### config.mk
export PLATFORM = sky130hd
export DESIGN_NAME = continued_fraction_ratio_unit_flat
export DESIGN_NICKNAME = d
export VERILOG_FILES = /design/src/design/cfr_pkg.sv /design/src/design/cfr_sample_if.sv /design/src/design/cfr_result_if.sv /design/src/design/continued_fraction_ratio_unit.sv /design/src/design/cfr_datapath.sv /design/src/design/cfr_ctrl.sv /design/src/flat_wrapper.sv
export SDC_FILE = /design/constraint.sdc
export NUM_CORES = 2
export LEC_CHECK = 0
export BUFFER_PORTS_ARGS = -buffer_cell sky130_fd_sc_hd__buf_2
export CAP_MARGIN = 25
export CORE_ASPECT_RATIO = 1.5
export CORE_MARGIN = 5
export CORE_UTILIZATION = 32
export CTS_CLUSTER_DIAMETER = 100
export DETAILED_ROUTE_END_ITERATION = 10
export PLACE_DENSITY = 0.6
export SETUP_SLACK_MARGIN = 0.1
export SYNTH_ARGS = -nofsm -noshare
export SYNTH_HDL_FRONTEND = slang
export SYNTH_HIERARCHICAL = 1
export SYNTH_SLANG_ARGS = --single-unit
### constraint.sdc
create_clock -name clk -period 5.9 [get_ports clk]
set_input_delay 0.885 -clock clk [delete_from_list [all_inputs] [get_ports clk]]
set_output_delay 0.885 -clock clk [all_outputs]
set_load 0.005 [all_outputs]
### src/design/cfr_pkg.sv
// Shared constants, widths, state encoding and control structs for the
// continued-fraction ratio unit. No dependencies.
package cfr_pkg;

  // Expansion limits
  localparam int MAX_TERMS = 15;
  localparam int FRAC_BITS = 32;

  // Field widths
  localparam int IN_W  = 48;
  localparam int LIM_W = 16;

  // Reciprocal of a fraction past the precision test is below 2^(2*FRAC_BITS-16)
  localparam int X_W    = (2 * FRAC_BITS - LIM_W > IN_W) ? 2 * FRAC_BITS - LIM_W : IN_W;
  localparam int A_W    = X_W - FRAC_BITS;
  localparam int PROD_W = A_W + LIM_W;
  localparam int SUM_W  = PROD_W + 1;

  // Restoring division of 2^(2*FRAC_BITS) by the fraction
  localparam int DIV_STEPS = 2 * FRAC_BITS + 1;
  localparam int DCNT_W    = $clog2(DIV_STEPS);

  // Term counter
  localparam int TERMS  = MAX_TERMS - 2;
  localparam int TERM_W = $clog2(MAX_TERMS);

  typedef enum logic [2:0] {
    ST_IDLE,
    ST_MUL,
    ST_CHK,
    ST_DIV,
    ST_FIN
  } cfr_state_t;

  // Controller to datapath
  typedef struct packed {
    logic load;       // take a new word, reset convergents
    logic mul;        // register a*p1 and a*q1
    logic upd;        // shift convergents
    logic set_exact;  // record precision stop
    logic div_start;  // clear divider
    logic div_step;   // one restoring division step
    logic load_out;   // move convergent into output register
  } cfr_cmd_t;

  // Datapath to controller
  typedef struct packed {
    logic ovf;        // new p or q exceeds 16 bits
    logic prec;       // fraction below 1/65535
    logic div_last;   // final division step
    logic out_free;   // output register can take a word
  } cfr_status_t;

endpackage

### src/design/cfr_sample_if.sv
// Input channel: valid/ready handshake carrying the Q16.32 value.
// Depends on cfr_pkg.
interface cfr_sample_if;
  logic                     valid;
  logic                     ready;
  logic [cfr_pkg::IN_W-1:0] value_x;

  modport source (output valid, output value_x, input ready);
  modport sink (input valid, input value_x, output ready);
endinterface

### src/design/cfr_result_if.sv
// Output channel: valid/ready handshake carrying the chosen convergent.
// Depends on cfr_pkg.
interface cfr_result_if;
  logic                      valid;
  logic                      ready;
  logic [cfr_pkg::LIM_W-1:0] numerator;
  logic [cfr_pkg::LIM_W-1:0] denominator;
  logic                      exact_stop;

  modport source (output valid, output numerator, output denominator,
                  output exact_stop, input ready);
  modport sink (input valid, input numerator, input denominator,
                input exact_stop, output ready);
endinterface

### src/design/continued_fraction_ratio_unit.sv
// Continued-fraction ratio unit: best 16-bit p/q for an unsigned Q16.32 word.
// Each term runs a multiply, a check and a 65-step bit-serial reciprocal divider;
// the last term skips the divide. One item is worked at a time, and the next is taken
// while the finished word waits. Synchronous rst idles the controller, empties output.
// Depends on cfr_pkg, cfr_sample_if, cfr_result_if, cfr_ctrl, cfr_datapath.
module continued_fraction_ratio_unit (
  input logic          clk,
  input logic          rst,
  cfr_sample_if.sink   sample,
  cfr_result_if.source result
);

  cfr_pkg::cfr_cmd_t    cmd;
  cfr_pkg::cfr_status_t status;
  logic                 in_ready;

  assign sample.ready = in_ready;

  cfr_ctrl u_ctrl (
    .clk      (clk),
    .rst      (rst),
    .in_valid (sample.valid),
    .in_ready (in_ready),
    .status   (status),
    .cmd      (cmd)
  );

  cfr_datapath u_datapath (
    .clk         (clk),
    .rst         (rst),
    .cmd         (cmd),
    .status      (status),
    .value_x     (sample.value_x),
    .res_valid   (result.valid),
    .res_ready   (result.ready),
    .numerator   (result.numerator),
    .denominator (result.denominator),
    .exact_stop  (result.exact_stop)
  );

  // A precision stop always follows at least one accepted term
  a_exact_den: assert property (@(posedge clk) disable iff (rst)
    result.valid && result.exact_stop |-> result.denominator != '0)
    else $error("exact word with zero denominator");

  // The divider hands back to the multiplier after its last step
  a_div_to_mul: assert property (@(posedge clk) disable iff (rst)
    cmd.div_step && status.div_last |=> cmd.mul)
    else $error("term did not resume after division");

  // Phase commands never overlap
  a_cmd_onehot: assert property (@(posedge clk) disable iff (rst)
    $onehot0({cmd.load, cmd.mul, cmd.div_start, cmd.div_step, cmd.load_out}))
    else $error("overlapping phase commands");

  // A loaded result is presented on the next cycle
  a_out_load: assert property (@(posedge clk) disable iff (rst)
    cmd.load_out |=> result.valid)
    else $error("result word not presented");

endmodule

### src/design/cfr_datapath.sv
// Datapath: value register, convergent recurrences, bit-serial reciprocal
// divider and output register. Depends on cfr_pkg.
module cfr_datapath (
  input  logic                      clk,
  input  logic                      rst,
  input  cfr_pkg::cfr_cmd_t         cmd,
  output cfr_pkg::cfr_status_t      status,
  input  logic [cfr_pkg::IN_W-1:0]  value_x,
  output logic                      res_valid,
  input  logic                      res_ready,
  output logic [cfr_pkg::LIM_W-1:0] numerator,
  output logic [cfr_pkg::LIM_W-1:0] denominator,
  output logic                      exact_stop
);

  localparam int F = cfr_pkg::FRAC_BITS;
  localparam int L = cfr_pkg::LIM_W;

  logic [cfr_pkg::X_W-1:0]    x;
  logic [cfr_pkg::A_W-1:0]    a;
  logic [F-1:0]               f;
  logic [L-1:0]               p0, q0, p1, q1;
  logic [cfr_pkg::PROD_W-1:0] prod_p, prod_q;
  logic [cfr_pkg::SUM_W-1:0]  p_sum, q_sum;
  logic [F+L-1:0]             f_scaled;
  logic                       exact;

  logic [F-1:0]               rem;
  logic [F:0]                 rem_sh;
  logic                       rem_ge;
  logic [F-1:0]               rem_next;
  logic [cfr_pkg::X_W-1:0]    quot, quot_next;
  logic [cfr_pkg::DCNT_W-1:0] dcnt;

  assign a = x[cfr_pkg::X_W-1:F];
  assign f = x[F-1:0];

  // Recurrence sums and stop tests
  assign p_sum    = cfr_pkg::SUM_W'(prod_p) + cfr_pkg::SUM_W'(p0);
  assign q_sum    = cfr_pkg::SUM_W'(prod_q) + cfr_pkg::SUM_W'(q0);
  assign f_scaled = {f, L'(0)} - (F+L)'(f);  // f * 65535

  assign status.ovf      = (p_sum[cfr_pkg::SUM_W-1:L] != '0) ||
                           (q_sum[cfr_pkg::SUM_W-1:L] != '0);
  assign status.prec     = (f_scaled[F+L-1:F] == '0);
  assign status.div_last = (dcnt == cfr_pkg::DCNT_W'(cfr_pkg::DIV_STEPS - 1));
  assign status.out_free = !res_valid || res_ready;

  // Restoring division step; dividend is a single one followed by zeros
  assign rem_sh    = {rem, (dcnt == '0)};
  assign rem_ge    = (rem_sh >= {1'b0, f});
  assign rem_next  = rem_ge ? F'(rem_sh - {1'b0, f}) : rem_sh[F-1:0];
  assign quot_next = {quot[cfr_pkg::X_W-2:0], rem_ge};

  // Value and convergents
  always_ff @(posedge clk) begin
    if (cmd.load) begin
      x     <= cfr_pkg::X_W'(value_x);
      p0    <= '0;
      q0    <= L'(1);
      p1    <= L'(1);
      q1    <= '0;
      exact <= 1'b0;
    end else begin
      if (cmd.upd) begin
        p0 <= p1;
        q0 <= q1;
        p1 <= p_sum[L-1:0];
        q1 <= q_sum[L-1:0];
      end
      if (cmd.set_exact) begin
        exact <= 1'b1;
      end
      if (cmd.div_step && status.div_last) begin
        x <= quot_next;
      end
    end
  end

  // Products of the term with the last convergent
  always_ff @(posedge clk) begin
    if (cmd.mul) begin
      prod_p <= cfr_pkg::PROD_W'(a) * cfr_pkg::PROD_W'(p1);
      prod_q <= cfr_pkg::PROD_W'(a) * cfr_pkg::PROD_W'(q1);
    end
  end

  // Divider registers
  always_ff @(posedge clk) begin
    if (cmd.div_start) begin
      rem  <= '0;
      quot <= '0;
      dcnt <= '0;
    end else if (cmd.div_step) begin
      rem  <= rem_next;
      quot <= quot_next;
      dcnt <= dcnt + cfr_pkg::DCNT_W'(1);
    end
  end

  // Output register
  always_ff @(posedge clk) begin
    if (rst) begin
      res_valid <= 1'b0;
    end else if (cmd.load_out) begin
      res_valid <= 1'b1;
    end else if (res_ready) begin
      res_valid <= 1'b0;
    end
  end

  always_ff @(posedge clk) begin
    if (cmd.load_out) begin
      numerator   <= p1;
      denominator <= q1;
      exact_stop  <= exact;
    end
  end

endmodule

### src/design/cfr_ctrl.sv
// Controller: sequences multiply, check and divide phases for each term.
// Depends on cfr_pkg.
module cfr_ctrl (
  input  logic                 clk,
  input  logic                 rst,
  input  logic                 in_valid,
  output logic                 in_ready,
  input  cfr_pkg::cfr_status_t status,
  output cfr_pkg::cfr_cmd_t    cmd
);

  cfr_pkg::cfr_state_t        state, state_next;
  logic [cfr_pkg::TERM_W-1:0] term, term_next;
  logic                       last_term;

  assign last_term = (term == cfr_pkg::TERM_W'(cfr_pkg::TERMS - 1));

  // State and term count
  always_ff @(posedge clk) begin
    if (rst) begin
      state <= cfr_pkg::ST_IDLE;
      term  <= '0;
    end else begin
      state <= state_next;
      term  <= term_next;
    end
  end

  // Next state and commands
  always_comb begin
    state_next = state;
    term_next  = term;
    cmd        = '0;
    in_ready   = 1'b0;
    unique case (state)
      cfr_pkg::ST_IDLE: begin
        in_ready = 1'b1;
        if (in_valid) begin
          cmd.load   = 1'b1;
          term_next  = '0;
          state_next = cfr_pkg::ST_MUL;
        end
      end
      cfr_pkg::ST_MUL: begin
        cmd.mul    = 1'b1;
        state_next = cfr_pkg::ST_CHK;
      end
      cfr_pkg::ST_CHK: begin
        if (status.ovf) begin
          state_next = cfr_pkg::ST_FIN;
        end else begin
          cmd.upd = 1'b1;
          if (status.prec) begin
            cmd.set_exact = 1'b1;
            state_next    = cfr_pkg::ST_FIN;
          end else if (last_term) begin
            state_next = cfr_pkg::ST_FIN;
          end else begin
            cmd.div_start = 1'b1;
            state_next    = cfr_pkg::ST_DIV;
          end
        end
      end
      cfr_pkg::ST_DIV: begin
        cmd.div_step = 1'b1;
        if (status.div_last) begin
          term_next  = term + cfr_pkg::TERM_W'(1);
          state_next = cfr_pkg::ST_MUL;
        end
      end
      cfr_pkg::ST_FIN: begin
        if (status.out_free) begin
          cmd.load_out = 1'b1;
          state_next   = cfr_pkg::ST_IDLE;
        end
      end
      default: begin
        state_next = cfr_pkg::ST_IDLE;
      end
    endcase
  end

endmodule

### src/flat_wrapper.sv
// flat-port wrapper written by rule: the top's interface ports become plain ports
module continued_fraction_ratio_unit_flat 
  (clk, rst, sample_valid, sample_value_x, sample_ready, result_valid, result_numerator, result_denominator, result_exact_stop, result_ready);
  cfr_sample_if sample_i ();
  cfr_result_if result_i ();
  input logic clk;
  input logic rst;
  input wire logic [$bits(sample_i.valid)-1:0] sample_valid;
  input wire logic [$bits(sample_i.value_x)-1:0] sample_value_x;
  output wire logic [$bits(sample_i.ready)-1:0] sample_ready;
  output wire logic [$bits(result_i.valid)-1:0] result_valid;
  output wire logic [$bits(result_i.numerator)-1:0] result_numerator;
  output wire logic [$bits(result_i.denominator)-1:0] result_denominator;
  output wire logic [$bits(result_i.exact_stop)-1:0] result_exact_stop;
  input wire logic [$bits(result_i.ready)-1:0] result_ready;
  assign sample_i.valid = sample_valid;
  assign sample_i.value_x = sample_value_x;
  assign sample_ready = sample_i.ready;
  assign result_valid = result_i.valid;
  assign result_numerator = result_i.numerator;
  assign result_denominator = result_i.denominator;
  assign result_exact_stop = result_i.exact_stop;
  assign result_i.ready = result_ready;
  continued_fraction_ratio_unit u_core (.clk(clk), .rst(rst), .sample(sample_i), .result(result_i));
endmodule
==> impl_metrics.toml <==
[grt]
grt_usage_pct = 16.5
overflow = 0
antenna_found_initial = 3
grt_max_degree = 86
grt_pass1_wl_um = 145000
grt_pass1_vias = 27045

[layout]
utilization_pct = 38.0
area_growth_pct = 17.7
fillCellCount = 10038
drive_above_1_share_pct = 15.2
final_common_cell = "inv_1"
stdcell_area_um2 = 38500
fin_cells = 5105
most-common-layout-cells = "inv_1 (541), fa_1 (387), nand2_1 (376)"
nets = 4503

[hold_path]
min_to = "u_core/u_datapath/exact_stop"
hold_path_class = "reg2reg"
hp-start = "u_core/u_datapath/exact"
hold_depth = 0

[run_status]
violations = "setup timing"
outcome = "finished with violations"

[cts]
clk_pin_slew_ns = 0.07
cts_sinks = 304
cts_tree = "done"
cts_max_level = 2
ctsHoldBuffers = 0
cts_root_buffer = "clkbuf_16"
clkLatencyLatePin_ns = 0.61
numCtsBuffers = 38
clk_path_buf_depth = 3

[timing]
layout_setup_ws_ns = -0.317
fmax_mhz = 161
worst_pin_slew_ns = 1.06
finalCriticalPeriod_ns = 6.22
slew_headroom_pct = 29.5
fin_crit_sh_pct = 105
fin_worst_skew_ns = 0.0468
hold_viol_final = 0
rsz0062_at_grt = "true"
finalSetupViolCount = 15
final_max_slew_viol_count = 0
fin_tns_setup_ns = -2.61

[routing]
vias = 25331
avgViaCountPerCell = 4.96
ant_nets = 0
wl_per_cell_um = 17.7
finalWirelength_um = 90500
drcViolationCount = 0
dr.pass1.iters = 5
drt_iter0_drc = 1315

[yosys]
synth_top_area_share_pct = 23.9
synth_cells = 3521
ys_types = 74
ys.flop_type = "dfxtp_1"
synth_edf_count = 145
synth_area_leaders = "fa_1 (24%), edfxtp_1 (13%), ha_1 (11%)"
synth_async_sr_flop_share_pct = 0
synth_top_area_cell = "fa_1"
ys_seq_area_share_pct = 23.0
yosysWarningCount = 6
ys_seq_elements = 304
synth_area_um2 = 32700
synthesis.nets = 4256
avgSynthCellArea_um2 = 9.30

[setup_path]
r2r_cells = 24
cpPeakStageDelay_ns = 0.55
startpoint_type = "register"
critPathRequiredTime_ns = 6.26
crit_arrival_ns = 6.57
path_common_cell = "fa_1"
cp_slowest_cell = "fa_1"
rr_endpoint = "u_core/u_datapath/prod_q[28]"
critPathTopFamily = "adder cells"
path_cells = "buf_12, and2_1, fa_1, inv_1, fa_2, fa_1, fa_1, inv_1, fa_1, inv_1, fa_1, inv_2, ha_4, nand3_4, a21oi_2, a311oi_2, o211ai_1, nor2_1, buf_4, a211oi_4, a211o_1, a21o_1, a21oi_2, xnor2_1"
crit_path_end_kind = "register"
critical_path_class = "reg2reg"
path_max_fanout = 12
r2r-start = "u_core/u_datapath/x[39]"
crit_buf_inv = 6
rrSetupSlack_ns = -0.32

[placed_design]
place.gp.congestion = 0.910
dpl.cell_count = 5024
post_dp_cell_area_um2 = 36800
dp_hpwl_um = 74100
port_buffers = 86

[power]
combPwrFrac_pct = 31.9
power.switching_uw = 2630
p_int_uw = 4930
power.density_nw_per_um2 = 196
swShare_pct = 34.8
p_leak_uw = 0.0180
ir_drop_mv = 0.236
seqPwrFrac_pct = 34.1
p_clk_share_pct = 34.0

[die]
die_height_um = 402
ios = 87
die_w_um = 271
initial_core_util_pct = 32.3
dieArea_um2 = 109000
core_area_um2 = 101000
std_cell_rows = 143

[flow_run]
max_cap_viol_count = 0
[metal layers]
layer  GRT usage (%)  up-vias  wire, µm
met4            8.43        0      5480
met5               0        -         0
li1                -    11970         -
met3            2.02      212      3180
met2            31.5      565     48200
met1            17.8    12584     33600
[state kept, by name (all words and copies together), names as in the netlist]
| signal | cells |
|---|---|
| u_core/u_datapath/p1 | 16 |
| u_core/u_datapath/res_valid | 1 |
| u_core/u_datapath/quot | 47 |
| u_core/u_datapath/x | 48 |
| u_core/u_datapath/exact | 1 |
| u_core/u_datapath/numerator | 16 |
| u_core/u_datapath/dcnt | 7 |
| u_core/u_datapath/prod_p | 32 |
| u_core/u_ctrl/state | 3 |
| u_core/u_datapath/denominator | 16 |
| u_core/u_datapath/q1 | 16 |
| u_core/u_datapath/prod_q | 32 |
| u_core/u_datapath/rem | 32 |
| u_core/u_datapath/p0 | 16 |
| u_core/u_datapath/exact_stop | 1 |
| u_core/u_datapath/q0 | 16 |
| u_core/u_ctrl/term | 4 |
[worst max path at each step]
stage	start	endpoint	slack [ns]	cells past startpoint
3_5_place_dp	u_core/u_datapath/x[37]	u_core/u_datapath/prod_q[28]	-0.53	23
3_3_place_gp	u_core/u_datapath/x[37]	u_core/u_datapath/prod_q[28]	-0.44	23
6_report	u_core/u_datapath/x[39]	u_core/u_datapath/prod_q[28]	-0.32	24
5_1_grt	u_core/u_datapath/x[41]	u_core/u_datapath/prod_q[30]	-0.54	21
2_1_floorplan	u_core/u_datapath/x[40]	u_core/u_datapath/prod_q[28]	0.02	23
4_1_cts	u_core/u_datapath/x[42]	u_core/u_datapath/prod_q[28]	-0.38	24
[kinds of logic after synthesis]
logic type / synth area share [%]
buffers and inverters: 8.12
flip-flops: 23.0
multiplexers: 5.59
adder cells (fa/ha/maj): 35.1
XOR/XNOR: 3.10
AND/OR/NAND/NOR: 15.7
AO/OA/AOI/OAI: 9.40
[cells in the mapped netlist, drive strengths merged, types with 10 or more instances]
cell / count
edfxtp: 145
nor4: 11
o31ai: 10
nor2: 232
ha: 292
o211ai: 13
a211oi: 42
a211o: 12
o21bai: 15
mux2i: 122
a2111oi: 10
a21o: 49
nand3: 30
mux2: 54
a21oi: 112
and3: 21
buf: 20
o21ai: 99
nand4: 26
xnor2: 81
xor2: 35
nand2b: 22
nand2: 379
o21a: 27
or3: 14
nor3: 39
fa: 391
dfxtp: 159
inv: 550
clkbuf: 133
a31oi: 26
nor2b: 18
and2: 249
[final cells by class]
| cell class | count | area [µm²] | share of cell area, % |
|---|---|---|---|
| flip-flops and latches | 304 | 7540 | 19.6 |
| repair buffers | 360 | 2890 | 7.51 |
| well taps | 1305 | 1630 | 4.24 |
| clock inverters | 23 | 337 | 0.874 |
| inverters | 550 | 2070 | 5.37 |
| multi-input cells | 2514 | 23000 | 59.8 |
| diodes | 2 | 5.00 | 0.0130 |
| clock buffers | 47 | 1030 | 2.66 |
[stage by stage]
stage | total power (µW) | hold slack (ns) | worst slack (ns)
after global placement | 4940 | 0.433 | -0.441
after floorplan | 4310 | 0.407 | 0.0230
final | 7560 | 0.448 | -0.317
after global routing | 8010 | 0.473 | -0.539
after CTS | 7640 | 0.454 | -0.379
after detailed placement | 5000 | 0.437 | -0.532
[power groups by stage]
stage	Combinational (µW)	Clock [µW]	Sequential, µW
6_report	2410	2570	2580
5_1_grt	2680	2740	2600
4_1_cts	2400	2660	2570
3_5_place_dp	2380	0	2620
3_3_place_gp	2330	0	2620
2_1_floorplan	1750	0	2560
[timing repair]
| item | in CTS | in global routing |
|---|---|---|
| buffers inserted | 4 | 5 |
| gates resized for setup | 25 | 58 |
| endpoints found under the setup margin | 27 | 70 |
| pin swaps | 16 | 23 |
(Power assumes the default switching activity.)
